`config.mk`:
```
export PLATFORM = sky130hd
export DESIGN_NAME = chacha20_keystream_xor
export DESIGN_NICKNAME = d
export VERILOG_FILES = /design/src/hw/rtl/chacha_pkg.sv /design/src/hw/rtl/chacha20_keystream_xor.sv /design/src/hw/rtl/chacha_qr_unit.sv /design/src/hw/rtl/chacha_core.sv /design/src/hw/rtl/chacha_ks_buffer.sv
export SDC_FILE = /design/constraint.sdc
export NUM_CORES = 2
export LEC_CHECK = 0
export ABC_AREA = 1
export BUFFER_PORTS_ARGS = -buffer_cell sky130_fd_sc_hd__buf_2
export CORE_MARGIN = 8
export CORE_UTILIZATION = 50
export CTS_CLUSTER_SIZE = 24
export DETAILED_ROUTE_END_ITERATION = 8
export GPL_TIMING_DRIVEN = 0
export PLACE_DENSITY = 0.66
export REMOVE_ABC_BUFFERS = 1
export SLEW_MARGIN = 10
export SYNTH_ARGS = -nofsm -noshare
export SYNTH_HDL_FRONTEND = slang
export SYNTH_SLANG_ARGS = --single-unit
```
`constraint.sdc`:
```
create_clock -name clk -period 6.1 [get_ports clk]
set_input_delay 1.525 -clock clk [delete_from_list [all_inputs] [get_ports clk]]
set_output_delay 1.525 -clock clk [all_outputs]
set_load 0.01 [all_outputs]
```
`src/hw/rtl/chacha_pkg.sv`:
```
`timescale 1ns / 1ps
// ----------------------------------------------------------------------------
// chacha_pkg
// Types, constants and helpers shared by the ChaCha20 keystream modules.
// ----------------------------------------------------------------------------
package chacha_pkg;

    localparam int BLOCK_BYTES   = 64;
    localparam int WORD_BITS     = 32;
    localparam int WORDS         = BLOCK_BYTES / 4;
    localparam int ROWS          = 4;
    localparam int COLS          = WORDS / ROWS;
    localparam int WORD_AW       = $clog2(WORDS);
    localparam int POS_W         = $clog2(BLOCK_BYTES) + 1;
    localparam int DOUBLE_ROUNDS = 10;

    typedef logic [WORD_BITS-1:0] word_t;
    typedef word_t [WORDS-1:0]    block_t;

    localparam word_t SIGMA_0 = 32'h6170_7865;
    localparam word_t SIGMA_1 = 32'h3320_646e;
    localparam word_t SIGMA_2 = 32'h7962_2d32;
    localparam word_t SIGMA_3 = 32'h6b20_6574;

    // the four add-xor-rotate steps of one quarter round
    localparam logic [1:0] STEP_AD16 = 2'd0;
    localparam logic [1:0] STEP_CB12 = 2'd1;
    localparam logic [1:0] STEP_AD8  = 2'd2;
    localparam logic [1:0] STEP_CB7  = 2'd3;

    localparam int ROT_16 = 16;
    localparam int ROT_12 = 12;
    localparam int ROT_8  = 8;
    localparam int ROT_7  = 7;

    typedef struct packed {
        logic busy;
        logic done;
    } core_stat_t;

    typedef struct packed {
        logic               en;
        logic [WORD_AW-1:0] addr;
        word_t              data;
    } buf_wr_t;

    function automatic word_t rotl(input word_t v, input int unsigned n);
        rotl = (v << n) | (v >> (WORD_BITS - n));
    endfunction

endpackage

```
`src/hw/rtl/chacha20_keystream_xor.sv`:
```
`timescale 1ns / 1ps
// ----------------------------------------------------------------------------
// chacha20_keystream_xor
// Byte-wide ChaCha20 keystream XOR with an APB register port.
//
//  channel   signals                               direction
//  in        in_valid, in_stall, data_byte         byte in, stall out
//  out       out_valid, out_stall, out_byte        byte out, stall in
//  cfg       psel, penable, pwrite, paddr, pwdata, register access
//            prdata, pready
//
// a byte served from the buffer is read into the buffer's read register
// on acceptance and XORed into the output register in the read state
// a byte that finds the buffer empty waits for a new block: 320
// quarter-round steps and 16 final adds on the one shared adder, then a buffer fetch and a read
// reset leaves the buffer empty and the counter at zero
// a stalled result holds in the output register; a new byte is taken only
// once the last one is read and that register is free or being emptied
// ----------------------------------------------------------------------------
module chacha20_keystream_xor
    import chacha_pkg::*;
(
    input  logic        clk,
    input  logic        rst_n,
    input  logic        in_valid,
    output logic        in_stall,
    input  logic [7:0]  data_byte,
    output logic        out_valid,
    input  logic        out_stall,
    output logic [7:0]  out_byte,
    input  logic        psel,
    input  logic        penable,
    input  logic        pwrite,
    input  logic [5:0]  paddr,
    input  logic [63:0] pwdata,
    output logic [63:0] prdata,
    output logic        pready
);

    localparam logic [1:0] ST_IDLE  = 2'd0;
    localparam logic [1:0] ST_GEN   = 2'd1;
    localparam logic [1:0] ST_FETCH = 2'd2;
    localparam logic [1:0] ST_READ  = 2'd3;

    localparam logic [2:0] REG_KEY01  = 3'd0;
    localparam logic [2:0] REG_KEY23  = 3'd1;
    localparam logic [2:0] REG_KEY45  = 3'd2;
    localparam logic [2:0] REG_KEY67  = 3'd3;
    localparam logic [2:0] REG_NONCE01 = 3'd4;
    localparam logic [2:0] REG_NONCE2 = 3'd5;
    localparam logic [2:0] REG_START  = 3'd6;

    localparam logic [POS_W-1:0] POS_EMPTY = POS_W'(BLOCK_BYTES);

    logic [63:0] key01_reg, key23_reg, key45_reg, key67_reg, nonce01_reg;
    word_t       nonce2_reg, start_ctr_reg;

    logic [1:0]       state_reg, state_next;
    logic [POS_W-1:0] pos_reg, pos_next;
    word_t            ctr_reg, ctr_next;
    logic             out_valid_reg, out_valid_next;
    logic [7:0]       byte_reg;
    logic [7:0]       out_byte_reg;

    logic       cfg_we, cfg_hit, in_accept, core_start, rd_en;
    logic [2:0] cfg_idx;
    logic [7:0] ks_byte;

    block_t     init_words;
    core_stat_t core_stat;
    buf_wr_t    buf_wr;
    word_t      rd_word;

    assign pready  = 1'b1;
    assign cfg_we  = psel && penable && pwrite;
    assign cfg_idx = paddr[5:3];
    assign cfg_hit = cfg_we && (cfg_idx inside {[REG_KEY01:REG_START]});

    always_comb
    begin
        case (cfg_idx)
            REG_KEY01:   prdata = key01_reg;
            REG_KEY23:   prdata = key23_reg;
            REG_KEY45:   prdata = key45_reg;
            REG_KEY67:   prdata = key67_reg;
            REG_NONCE01: prdata = nonce01_reg;
            REG_NONCE2:  prdata = {32'd0, nonce2_reg};
            REG_START:   prdata = {32'd0, start_ctr_reg};
            default:     prdata = '0;
        endcase
    end

    always_ff @(posedge clk or negedge rst_n)
    begin
        if (!rst_n)
        begin
            key01_reg     <= '0;
            key23_reg     <= '0;
            key45_reg     <= '0;
            key67_reg     <= '0;
            nonce01_reg   <= '0;
            nonce2_reg    <= '0;
            start_ctr_reg <= '0;
        end
        else if (cfg_we)
        begin
            case (cfg_idx)
                REG_KEY01:   key01_reg     <= pwdata;
                REG_KEY23:   key23_reg     <= pwdata;
                REG_KEY45:   key45_reg     <= pwdata;
                REG_KEY67:   key67_reg     <= pwdata;
                REG_NONCE01: nonce01_reg   <= pwdata;
                REG_NONCE2:  nonce2_reg    <= pwdata[31:0];
                REG_START:   start_ctr_reg <= pwdata[31:0];
                default:     ;
            endcase
        end
    end

    assign init_words[0]  = SIGMA_0;
    assign init_words[1]  = SIGMA_1;
    assign init_words[2]  = SIGMA_2;
    assign init_words[3]  = SIGMA_3;
    assign init_words[4]  = key01_reg[31:0];
    assign init_words[5]  = key01_reg[63:32];
    assign init_words[6]  = key23_reg[31:0];
    assign init_words[7]  = key23_reg[63:32];
    assign init_words[8]  = key45_reg[31:0];
    assign init_words[9]  = key45_reg[63:32];
    assign init_words[10] = key67_reg[31:0];
    assign init_words[11] = key67_reg[63:32];
    assign init_words[12] = ctr_reg;
    assign init_words[13] = nonce01_reg[31:0];
    assign init_words[14] = nonce01_reg[63:32];
    assign init_words[15] = nonce2_reg;

    // the output register is free at the same edge it is emptied
    assign in_stall   = !((state_reg == ST_IDLE) && (!out_valid_reg || !out_stall));
    assign in_accept  = in_valid && !in_stall;
    assign core_start = in_accept && (pos_reg == POS_EMPTY);
    assign rd_en      = (in_accept && !core_start) || (state_reg == ST_FETCH);
    assign ks_byte    = rd_word[{pos_reg[1:0], 3'b000} +: 8];

    chacha_core u_core (
        .clk        (clk),
        .rst_n      (rst_n),
        .start      (core_start),
        .init_words (init_words),
        .stat       (core_stat),
        .buf_wr     (buf_wr)
    );

    chacha_ks_buffer u_buf (
        .clk     (clk),
        .wr      (buf_wr),
        .rd_en   (rd_en),
        .rd_addr (pos_reg[WORD_AW+1:2]),
        .rd_data (rd_word)
    );

    always_comb
    begin
        state_next     = state_reg;
        pos_next       = pos_reg;
        ctr_next       = ctr_reg;
        out_valid_next = out_valid_reg;
        if (out_valid_reg && !out_stall)
            out_valid_next = 1'b0;
        case (state_reg)
            ST_IDLE:
            begin
                if (core_start)
                    state_next = ST_GEN;
                else if (in_accept)
                    state_next = ST_READ;
            end
            ST_GEN:
            begin
                if (core_stat.done)
                begin
                    state_next = ST_FETCH;
                    pos_next   = '0;
                    ctr_next   = ctr_reg + 32'd1;
                end
            end
            ST_FETCH:
                state_next = ST_READ;
            ST_READ:
            begin
                state_next     = ST_IDLE;
                pos_next       = pos_reg + POS_W'(1);
                out_valid_next = 1'b1;
            end
            default:
                state_next = ST_IDLE;
        endcase
        // any register write reseeks to the start counter
        if (cfg_hit)
        begin
            pos_next = POS_EMPTY;
            ctr_next = (cfg_idx == REG_START) ? pwdata[31:0] : start_ctr_reg;
        end
    end

    always_ff @(posedge clk or negedge rst_n)
    begin
        if (!rst_n)
        begin
            state_reg     <= ST_IDLE;
            pos_reg       <= POS_EMPTY;
            ctr_reg       <= '0;
            out_valid_reg <= 1'b0;
        end
        else
        begin
            state_reg     <= state_next;
            pos_reg       <= pos_next;
            ctr_reg       <= ctr_next;
            out_valid_reg <= out_valid_next;
        end
    end

    always_ff @(posedge clk)
    begin
        if (in_accept)
            byte_reg <= data_byte;
        if (state_reg == ST_READ)
            out_byte_reg <= byte_reg ^ ks_byte;
    end

    assign out_valid = out_valid_reg;
    assign out_byte  = out_byte_reg;

`ifndef SYNTH
    a_done_rewinds: assert property (@(posedge clk) disable iff (!rst_n)
        core_stat.done |=> (pos_reg == '0) && (ctr_reg == $past(ctr_reg) + 32'd1))
        else $error("block finish did not rewind position and bump counter");

    a_gen_busy: assert property (@(posedge clk) disable iff (!rst_n)
        (state_reg == ST_GEN) |-> core_stat.busy)
        else $error("waiting on a block while the core is idle");

    a_read_slot_free: assert property (@(posedge clk) disable iff (!rst_n)
        (state_reg == ST_READ) |-> !out_valid_reg)
        else $error("result produced while output register still full");

    a_pos_bound: assert property (@(posedge clk) disable iff (!rst_n)
        pos_reg <= POS_EMPTY)
        else $error("buffer position beyond block end");

    a_start_when_empty: assert property (@(posedge clk) disable iff (!rst_n)
        core_start |-> !core_stat.busy && (state_reg == ST_IDLE))
        else $error("block started while core busy");
`endif

endmodule

```
`src/hw/rtl/chacha_qr_unit.sv`:
```
`timescale 1ns / 1ps
// ----------------------------------------------------------------------------
// chacha_qr_unit
// Shared add, xor and rotate unit: one quarter-round step per use.
// ----------------------------------------------------------------------------
module chacha_qr_unit
    import chacha_pkg::*;
(
    input  word_t      x,
    input  word_t      y,
    input  word_t      z,
    input  logic [1:0] step,
    output word_t      s,
    output word_t      t
);

    word_t mix;

    assign s   = x + y;
    assign mix = z ^ s;

    always_comb
    begin
        case (step)
            STEP_AD16: t = rotl(mix, ROT_16);
            STEP_CB12: t = rotl(mix, ROT_12);
            STEP_AD8:  t = rotl(mix, ROT_8);
            STEP_CB7:  t = rotl(mix, ROT_7);
            default:   t = mix;
        endcase
    end

endmodule

```
`src/hw/rtl/chacha_core.sv`:
```
`timescale 1ns / 1ps
// ----------------------------------------------------------------------------
// chacha_core
// Block function sequencer: 320 quarter-round steps then 16 final adds,
// all through one shared unit, writing the block word by word.
// ----------------------------------------------------------------------------
module chacha_core
    import chacha_pkg::*;
(
    input  logic       clk,
    input  logic       rst_n,
    input  logic       start,
    input  block_t     init_words,
    output core_stat_t stat,
    output buf_wr_t    buf_wr
);

    localparam logic [1:0] C_IDLE  = 2'd0;
    localparam logic [1:0] C_ROUND = 2'd1;
    localparam logic [1:0] C_ADD   = 2'd2;

    localparam int DR_W = $clog2(DOUBLE_ROUNDS);

    localparam logic [2:0] QR_LAST_COL  = 3'd3;
    localparam logic [2:0] QR_LAST_DIAG = 3'd7;

    // the unit always works on column zero of the four rows
    localparam logic [WORD_AW-1:0] A_POS = WORD_AW'(0);
    localparam logic [WORD_AW-1:0] B_POS = WORD_AW'(COLS);
    localparam logic [WORD_AW-1:0] C_POS = WORD_AW'(2 * COLS);
    localparam logic [WORD_AW-1:0] D_POS = WORD_AW'(3 * COLS);

    logic [1:0]         state_reg, state_next;
    logic [1:0]         step_reg, step_next;
    logic [2:0]         qr_reg, qr_next;
    logic [DR_W-1:0]    dr_reg, dr_next;
    logic [WORD_AW-1:0] add_idx_reg, add_idx_next;

    word_t work_reg  [WORDS];
    word_t work_next [WORDS];
    word_t upd       [WORDS];
    logic [1:0] rk   [ROWS];

    word_t ux, uy, uz, us, ut;
    logic  add_last;

    chacha_qr_unit u_unit (
        .x    (ux),
        .y    (uy),
        .z    (uz),
        .step (step_reg),
        .s    (us),
        .t    (ut)
    );

    assign add_last = (state_reg == C_ADD) && (add_idx_reg == WORD_AW'(WORDS - 1));

    always_comb
    begin
        if (state_reg == C_ADD)
        begin
            ux = work_reg[A_POS];
            uy = init_words[add_idx_reg];
            uz = '0;
        end
        else if (step_reg[0])
        begin
            ux = work_reg[C_POS];
            uy = work_reg[D_POS];
            uz = work_reg[B_POS];
        end
        else
        begin
            ux = work_reg[A_POS];
            uy = work_reg[B_POS];
            uz = work_reg[D_POS];
        end
    end

    always_comb
    begin
        state_next   = state_reg;
        step_next    = step_reg;
        qr_next      = qr_reg;
        dr_next      = dr_reg;
        add_idx_next = add_idx_reg;
        case (state_reg)
            C_IDLE:
            begin
                if (start)
                begin
                    state_next = C_ROUND;
                    step_next  = STEP_AD16;
                    qr_next    = '0;
                    dr_next    = '0;
                end
            end
            C_ROUND:
            begin
                step_next = step_reg + 2'd1;
                if (step_reg == STEP_CB7)
                begin
                    qr_next = qr_reg + 3'd1;
                    if (qr_reg == QR_LAST_DIAG)
                    begin
                        dr_next = dr_reg + DR_W'(1);
                        if (dr_reg == DR_W'(DOUBLE_ROUNDS - 1))
                        begin
                            state_next   = C_ADD;
                            add_idx_next = '0;
                        end
                    end
                end
            end
            C_ADD:
            begin
                add_idx_next = add_idx_reg + WORD_AW'(1);
                if (add_last)
                    state_next = C_IDLE;
            end
            default:
                state_next = C_IDLE;
        endcase
    end

    always_comb
    begin
        upd = work_reg;
        if (state_reg == C_ROUND)
        begin
            if (!step_reg[0])
            begin
                upd[A_POS] = us;
                upd[D_POS] = ut;
            end
            else
            begin
                upd[C_POS] = us;
                upd[B_POS] = ut;
            end
        end

        // after each quarter round the rows turn by one word; at the end of
        // the column half they also diagonalise, at the end of the diagonal
        // half they turn back
        for (int r = 0; r < ROWS; r++)
        begin
            rk[r] = 2'd0;
            if ((state_reg == C_ROUND) && (step_reg == STEP_CB7))
            begin
                if (qr_reg == QR_LAST_COL)
                    rk[r] = 2'(r + 1);
                else if (qr_reg == QR_LAST_DIAG)
                    rk[r] = 2'(1 - r);
                else
                    rk[r] = 2'd1;
            end
        end

        for (int r = 0; r < ROWS; r++)
        begin
            for (int j = 0; j < COLS; j++)
            begin
                work_next[r * COLS + j] = upd[{2'(r), 2'(2'(j) + rk[r])}];
            end
        end

        if (state_reg == C_ADD)
        begin
            for (int j = 0; j < WORDS - 1; j++)
                work_next[j] = work_reg[j + 1];
            work_next[WORDS-1] = work_reg[WORDS-1];
        end
        else if ((state_reg == C_IDLE) && start)
        begin
            for (int j = 0; j < WORDS; j++)
                work_next[j] = init_words[j];
        end
    end

    always_ff @(posedge clk or negedge rst_n)
    begin
        if (!rst_n)
        begin
            state_reg   <= C_IDLE;
            step_reg    <= STEP_AD16;
            qr_reg      <= '0;
            dr_reg      <= '0;
            add_idx_reg <= '0;
        end
        else
        begin
            state_reg   <= state_next;
            step_reg    <= step_next;
            qr_reg      <= qr_next;
            dr_reg      <= dr_next;
            add_idx_reg <= add_idx_next;
        end
    end

    always_ff @(posedge clk)
    begin
        for (int j = 0; j < WORDS; j++)
            work_reg[j] <= work_next[j];
    end

    assign stat.busy   = (state_reg != C_IDLE);
    assign stat.done   = add_last;
    assign buf_wr.en   = (state_reg == C_ADD);
    assign buf_wr.addr = add_idx_reg;
    assign buf_wr.data = us;

endmodule

```
`src/hw/rtl/chacha_ks_buffer.sv`:
```
`timescale 1ns / 1ps
// ----------------------------------------------------------------------------
// chacha_ks_buffer
// Keystream block store: one word written and one word read per cycle, each while its enable is set.
// ----------------------------------------------------------------------------
module chacha_ks_buffer
    import chacha_pkg::*;
(
    input  logic               clk,
    input  buf_wr_t            wr,
    input  logic               rd_en,
    input  logic [WORD_AW-1:0] rd_addr,
    output word_t              rd_data
);

    word_t mem [WORDS];
    word_t rd_data_reg;

    always_ff @(posedge clk)
    begin
        if (wr.en)
            mem[wr.addr] <= wr.data;
    end

    always_ff @(posedge clk)
    begin
        if (rd_en)
            rd_data_reg <= mem[rd_addr];
    end

    assign rd_data = rd_data_reg;

endmodule
```
==> PnR_summary.wiki <==
{| class="wikitable"
! Metric !! Value
|-
| Fraction of the mapped netlist area in compound gates || 19.9%
|-
| Simple logic cell fraction of the synthesized area || 20.8%
|-
| Placeable core area || 156000 um2
|-
| Yosys cell types || 70
|-
| Maximum operating frequency || 163 MHz
|-
| Peak VDD IR || 0.286 mV
|-
| Rows || 145
|-
| Worst relative slew slack || 17.5%
|-
| Number of optimization iterations in the first detailed-route pass || 8
|-
| Part of the total power dissipated in sequential elements || 49.0%
|-
| XOR/XNOR share of the synthesized area || 0.662%
|-
| Maximum number of pins on one net before global-route repair || 133
|-
| CTS tree || done
|-
| First-pass GRT wire length || 472 mm
|-
| Register area share after synthesis || 49.2%
|-
| Type of destination of the critical path || register
|-
| Worst Hold End || u_core.upd[277]$_DFF_P_
|-
| Post-synthesis share of cell area spent on full adders, half adders and majority gates || 0.899%
|-
| Final Hold Vio Count || 0
|-
| Part of the power in combinational logic || 7.7%
|-
| Drt wl/cell || 27.2 um
|-
| Syn Area/Cell || 7.82 um2
|-
| Antenna violation net count after detailed routing || 0
|-
| Iter 0 DRT Violations || 11200
|-
| Clock latency at the later pin of the worst-skew pair || 840 ps
|-
| Worst Setup Start Kind || register
|-
| Number of sinks handled by clock tree synthesis || 1513
|-
| Tightest Pin Transition || 1230 ps
|-
| Seq. cell area || 38800 um2
|-
| Post-layout min period || 6130 ps
|-
| Sw power || 6.18 mW
|-
| Pwr dens || 262 nW/um2
|-
| # H-tree levels || 4
|-
| Worst hold path stage count || 2
|-
| Post-Syn Instances || 10100
|-
| Clock Path Buffers || 3
|-
| Number of buffers inserted for hold repair after clock tree synthesis || 0
|-
| Sw Share || 26.1%
|-
| Layout cell share with drive strength beyond 1 || 8.88%
|-
| Multiplexer share of the synthesized area || 0.253%
|-
| Via count of the first global-routing pass || 71600
|-
| Type of the most critical hold path || reg -> reg
|-
| Final HPWL DP || 212 mm
|-
| Setup TNS Final || -74.4 ps
|-
| DIE HEIGHT || 413 um
|-
| Number of synthesized flops with an enable pin || 624
|-
| Post-route cell area || 90500 um2
|-
| Critical register-to-register path endpoint || u_core.upd[264]$_DFF_P_
|-
| Overall routing resource usage || 37.0%
|-
| Violated checks || negative setup slack
|-
| Largest family of logic cells by synthesized area || simple AND/OR/NAND/NOR gates
|-
| Wire length reported by the detailed router || 330 mm
|-
| Number of buffers created by CTS || 166
|-
| Post-place setup slack || -2280 ps
|-
| Area of the mapped netlist || 78800 um2
|-
| Setup slack on the worst flop-to-flop path || -30 ps
|-
| Buffer type at the clock tree root || sky130_fd_sc_hd__clkbuf_16
|-
| Count of buffers inserted at the top-level ports || 155
|-
| Status || finished, violations left
|-
| Smallest setup slack after layout || -26.1 ps
|-
| Final period util || 100%
|-
| Fill count || 14000
|-
| Initial cell density of the core || 50.4%
|-
| Req. time, crit path || 6830 ps
|-
| Area taken by multi-input logic gates || 34600 um2
|-
| Count of final max-slew check failures || 0
|-
| Remaining routing DRC violations || 0
|-
| Post-synth ARST share || 29.1%
|-
| Total overflow reported by the global router || 0
|-
| Number of vias after detailed routing || 77100
|-
| Horizontal die dimension || 413 um
|-
| Setup Viol. Count Final || 4
|-
| Placement Cell Area || 83600 um2
|-
| Clock network fraction of total power || 43.3%
|-
| Number of max-cap violations || 0
|-
| Clock-pin slew on the worst setup and hold paths || 60 ps
|-
| Initial antenna violation count || 24
|-
| Vias per std cell || 6.35
|-
| Internal power contribution || 17.5 mW
|-
| Final standard cell utilization of the core || 57.9%
|-
| RSZ-0062 raised after global routing || true
|-
| Arrival time worst endpoint || 6860 ps
|-
| Overall power || 23.7 mW
|-
| Number of top-level pins || 160
|-
| Yosys warnings || 0
|-
| Worst setup path category || reg -> reg
|-
| Worst-path fanout max || 53
|-
| Final nets || 10100
|-
| Depth of the worst register-to-register path || 17
|-
| Layout overhead on the synthesized area || 14.9%
|-
| Worst setup path startpoint || u_core.step_reg[0]$_DFFE_PN0P_
|-
| Most used flip-flop cell after synthesis || sky130_fd_sc_hd__edfxtp_1
|-
| Max reg flops || 512
|-
| Final weighted congestion in routability-driven placement || 0.999
|-
| Final setup skew || 51.6 ps
|-
| Post-synthesis register bit count || 1513
|-
| Leak || 37.5 nW
|-
| Crit Reg-Reg Startpoint || u_core.step_reg[0]$_DFFE_PN0P_
|-
| Launch point of the worst hold path || u_core.work_reg[245]$_DFF_P_
|-
| Die footprint || 171000 um2
|}
[how the worst max path moves through the flow]
stage	endpoint	slack [ps]
global placement	u_core.upd[329]$_DFF_P_	-49700
global route	u_core.upd[23]$_DFFE_PN_	-30
CTS	u_core.upd[27]$_DFFE_PN_	-90
detailed placement	u_core.upd[27]$_DFFE_PN_	-2280
floorplan	u_core.upd[18]$_DFFE_PN_	-18440
finish	u_core.upd[264]$_DFF_P_	-30
[power groups by stage]
stage               clock, mW  sequential [mW]  combinational, mW
floorplan                   0             11.6               1.04
global placement            0             11.8               1.68
detailed placement          0             11.8               1.75
CTS                      10.3             11.6               1.77
global route             10.7             11.7               1.99
finish                   10.3             11.6               1.81
[timing repair]
item / 4_1_cts / 5_1_grt
setup buffers: 16 / 16
resized for setup: 89 / 61
pin swaps: 11 / 17
endpoints found under the setup margin: 801 / 251
gates cloned: 14 / 4
[cells in the mapped netlist, types with 36 or more instances]
cell                          n  area share (%)
sky130_fd_sc_hd__o22ai_1    292             2.3
sky130_fd_sc_hd__edfxtp_1   624              24
sky130_fd_sc_hd__dfxtp_1    448              11
sky130_fd_sc_hd__nor3_1      53            0.34
sky130_fd_sc_hd__buf_2      102            0.65
sky130_fd_sc_hd__ha_1        55            0.87
sky130_fd_sc_hd__a21oi_1    417             2.6
sky130_fd_sc_hd__inv_1      980             4.7
sky130_fd_sc_hd__o211ai_1   182             1.7
sky130_fd_sc_hd__clkbuf_1   514             2.4
sky130_fd_sc_hd__xor2_1      39            0.43
sky130_fd_sc_hd__a221oi_1    66            0.73
sky130_fd_sc_hd__o221ai_1   188             2.1
sky130_fd_sc_hd__dfrtp_1    440              14
sky130_fd_sc_hd__a22oi_1     36            0.34
sky130_fd_sc_hd__o21ai_0   1348             8.6
sky130_fd_sc_hd__buf_1       74            0.35
sky130_fd_sc_hd__nand2_1   2490              12
sky130_fd_sc_hd__nor2_1     809             3.9
sky130_fd_sc_hd__nand3_1    603             3.8
[cell type report]
cell class	instances	share of cell area, %
Sequential cell	1513	42.8
Multi-Input combinational cell	6871	38.3
Timing Repair Buffer	368	5.63
Clock buffer	240	5.20
Inverter	1007	4.35
Tap cell	2058	2.85
Clock inverter	67	0.828
Antenna cell	13	0.0359
Timing Repair inverter	1	0.00968
[cell families after synthesis]
kind of cell / Yosys count
buf+inv: 1701
other cells: 1
compound gates: 2675
fa+ha+maj: 56
simple gates: 4059
flops: 1513
mux: 18
xor+xnor: 54
[cell usage in the layout, fill, tap and decap left out, types with 15 or more instances in the layout]
master | Yosys | routed
sky130_fd_sc_hd__a211oi_1 | 18 | 18
sky130_fd_sc_hd__a21oi_1 | 417 | 415
sky130_fd_sc_hd__a221oi_1 | 66 | 65
sky130_fd_sc_hd__a22oi_1 | 36 | 36
sky130_fd_sc_hd__buf_12 | 0 | 78
sky130_fd_sc_hd__buf_16 | 0 | 67
sky130_fd_sc_hd__buf_2 | 102 | 154
sky130_fd_sc_hd__buf_4 | 3 | 33
sky130_fd_sc_hd__buf_8 | 0 | 18
sky130_fd_sc_hd__clkbuf_1 | 514 | 51
sky130_fd_sc_hd__clkbuf_16 | 0 | 172
sky130_fd_sc_hd__clkbuf_8 | 0 | 19
sky130_fd_sc_hd__clkinv_2 | 0 | 30
sky130_fd_sc_hd__dfrtp_1 | 440 | 432
sky130_fd_sc_hd__dfxtp_1 | 448 | 448
sky130_fd_sc_hd__edfxtp_1 | 624 | 624
sky130_fd_sc_hd__ha_1 | 55 | 40
sky130_fd_sc_hd__inv_1 | 980 | 962
sky130_fd_sc_hd__inv_2 | 20 | 15
sky130_fd_sc_hd__mux2_2 | 15 | 15
sky130_fd_sc_hd__nand2_1 | 2490 | 2445
sky130_fd_sc_hd__nand2_2 | 12 | 26
sky130_fd_sc_hd__nand2_4 | 1 | 30
sky130_fd_sc_hd__nand3_1 | 603 | 594
sky130_fd_sc_hd__nand4_1 | 20 | 20
sky130_fd_sc_hd__nor2_1 | 809 | 773
sky130_fd_sc_hd__nor2_4 | 2 | 33
sky130_fd_sc_hd__nor3_1 | 53 | 48
sky130_fd_sc_hd__o2111ai_1 | 25 | 25
sky130_fd_sc_hd__o211ai_1 | 182 | 182
sky130_fd_sc_hd__o21ai_0 | 1348 | 1342
sky130_fd_sc_hd__o21ai_1 | 18 | 19
sky130_fd_sc_hd__o221ai_1 | 188 | 187
sky130_fd_sc_hd__o22ai_1 | 292 | 292
sky130_fd_sc_hd__o311ai_0 | 24 | 24
sky130_fd_sc_hd__or2_2 | 27 | 27
sky130_fd_sc_hd__xor2_1 | 39 | 34
[worst max-delay path, cell delays in order, from the launching register on]
cell                      delay, ps
sky130_fd_sc_hd__dfrtp_4        740
sky130_fd_sc_hd__ha_4           450
sky130_fd_sc_hd__nand2_4        280
sky130_fd_sc_hd__buf_16         300
sky130_fd_sc_hd__inv_6          450
sky130_fd_sc_hd__nand2_4        470
sky130_fd_sc_hd__buf_16         360
sky130_fd_sc_hd__inv_6          400
sky130_fd_sc_hd__buf_16         320
sky130_fd_sc_hd__nor2_4         230
sky130_fd_sc_hd__buf_12         240
sky130_fd_sc_hd__inv_4          390
sky130_fd_sc_hd__buf_16         280
sky130_fd_sc_hd__o21ai_0        150
sky130_fd_sc_hd__a31oi_1        170
sky130_fd_sc_hd__o21ai_0        100
sky130_fd_sc_hd__nand3_1        100
sky130_fd_sc_hd__nand2_1         50
[layer usage]
layer  track usage [%]  share of wire, %  up-vias
li1                  -                 -    33900
met1              46.8                36    36500
met2              56.3                43     5379
met3              8.72                12     1352
met4              25.0               8.3       10
met5                 0             0.020        -
[through the flow]
| stage | hold WS, ps | cells |
|---|---|---|
| 2_1_floorplan | 426 | 9383 |
| 6_report | 442 | 12100 |
| 5_1_grt | 474 | 12100 |
| 3_5_place_dp | 445 | 11800 |
| 3_3_place_gp | 439 | 11600 |
| 4_1_cts | 447 | 12100 |
No activity file was read; power rests on OpenSTA's default activity.
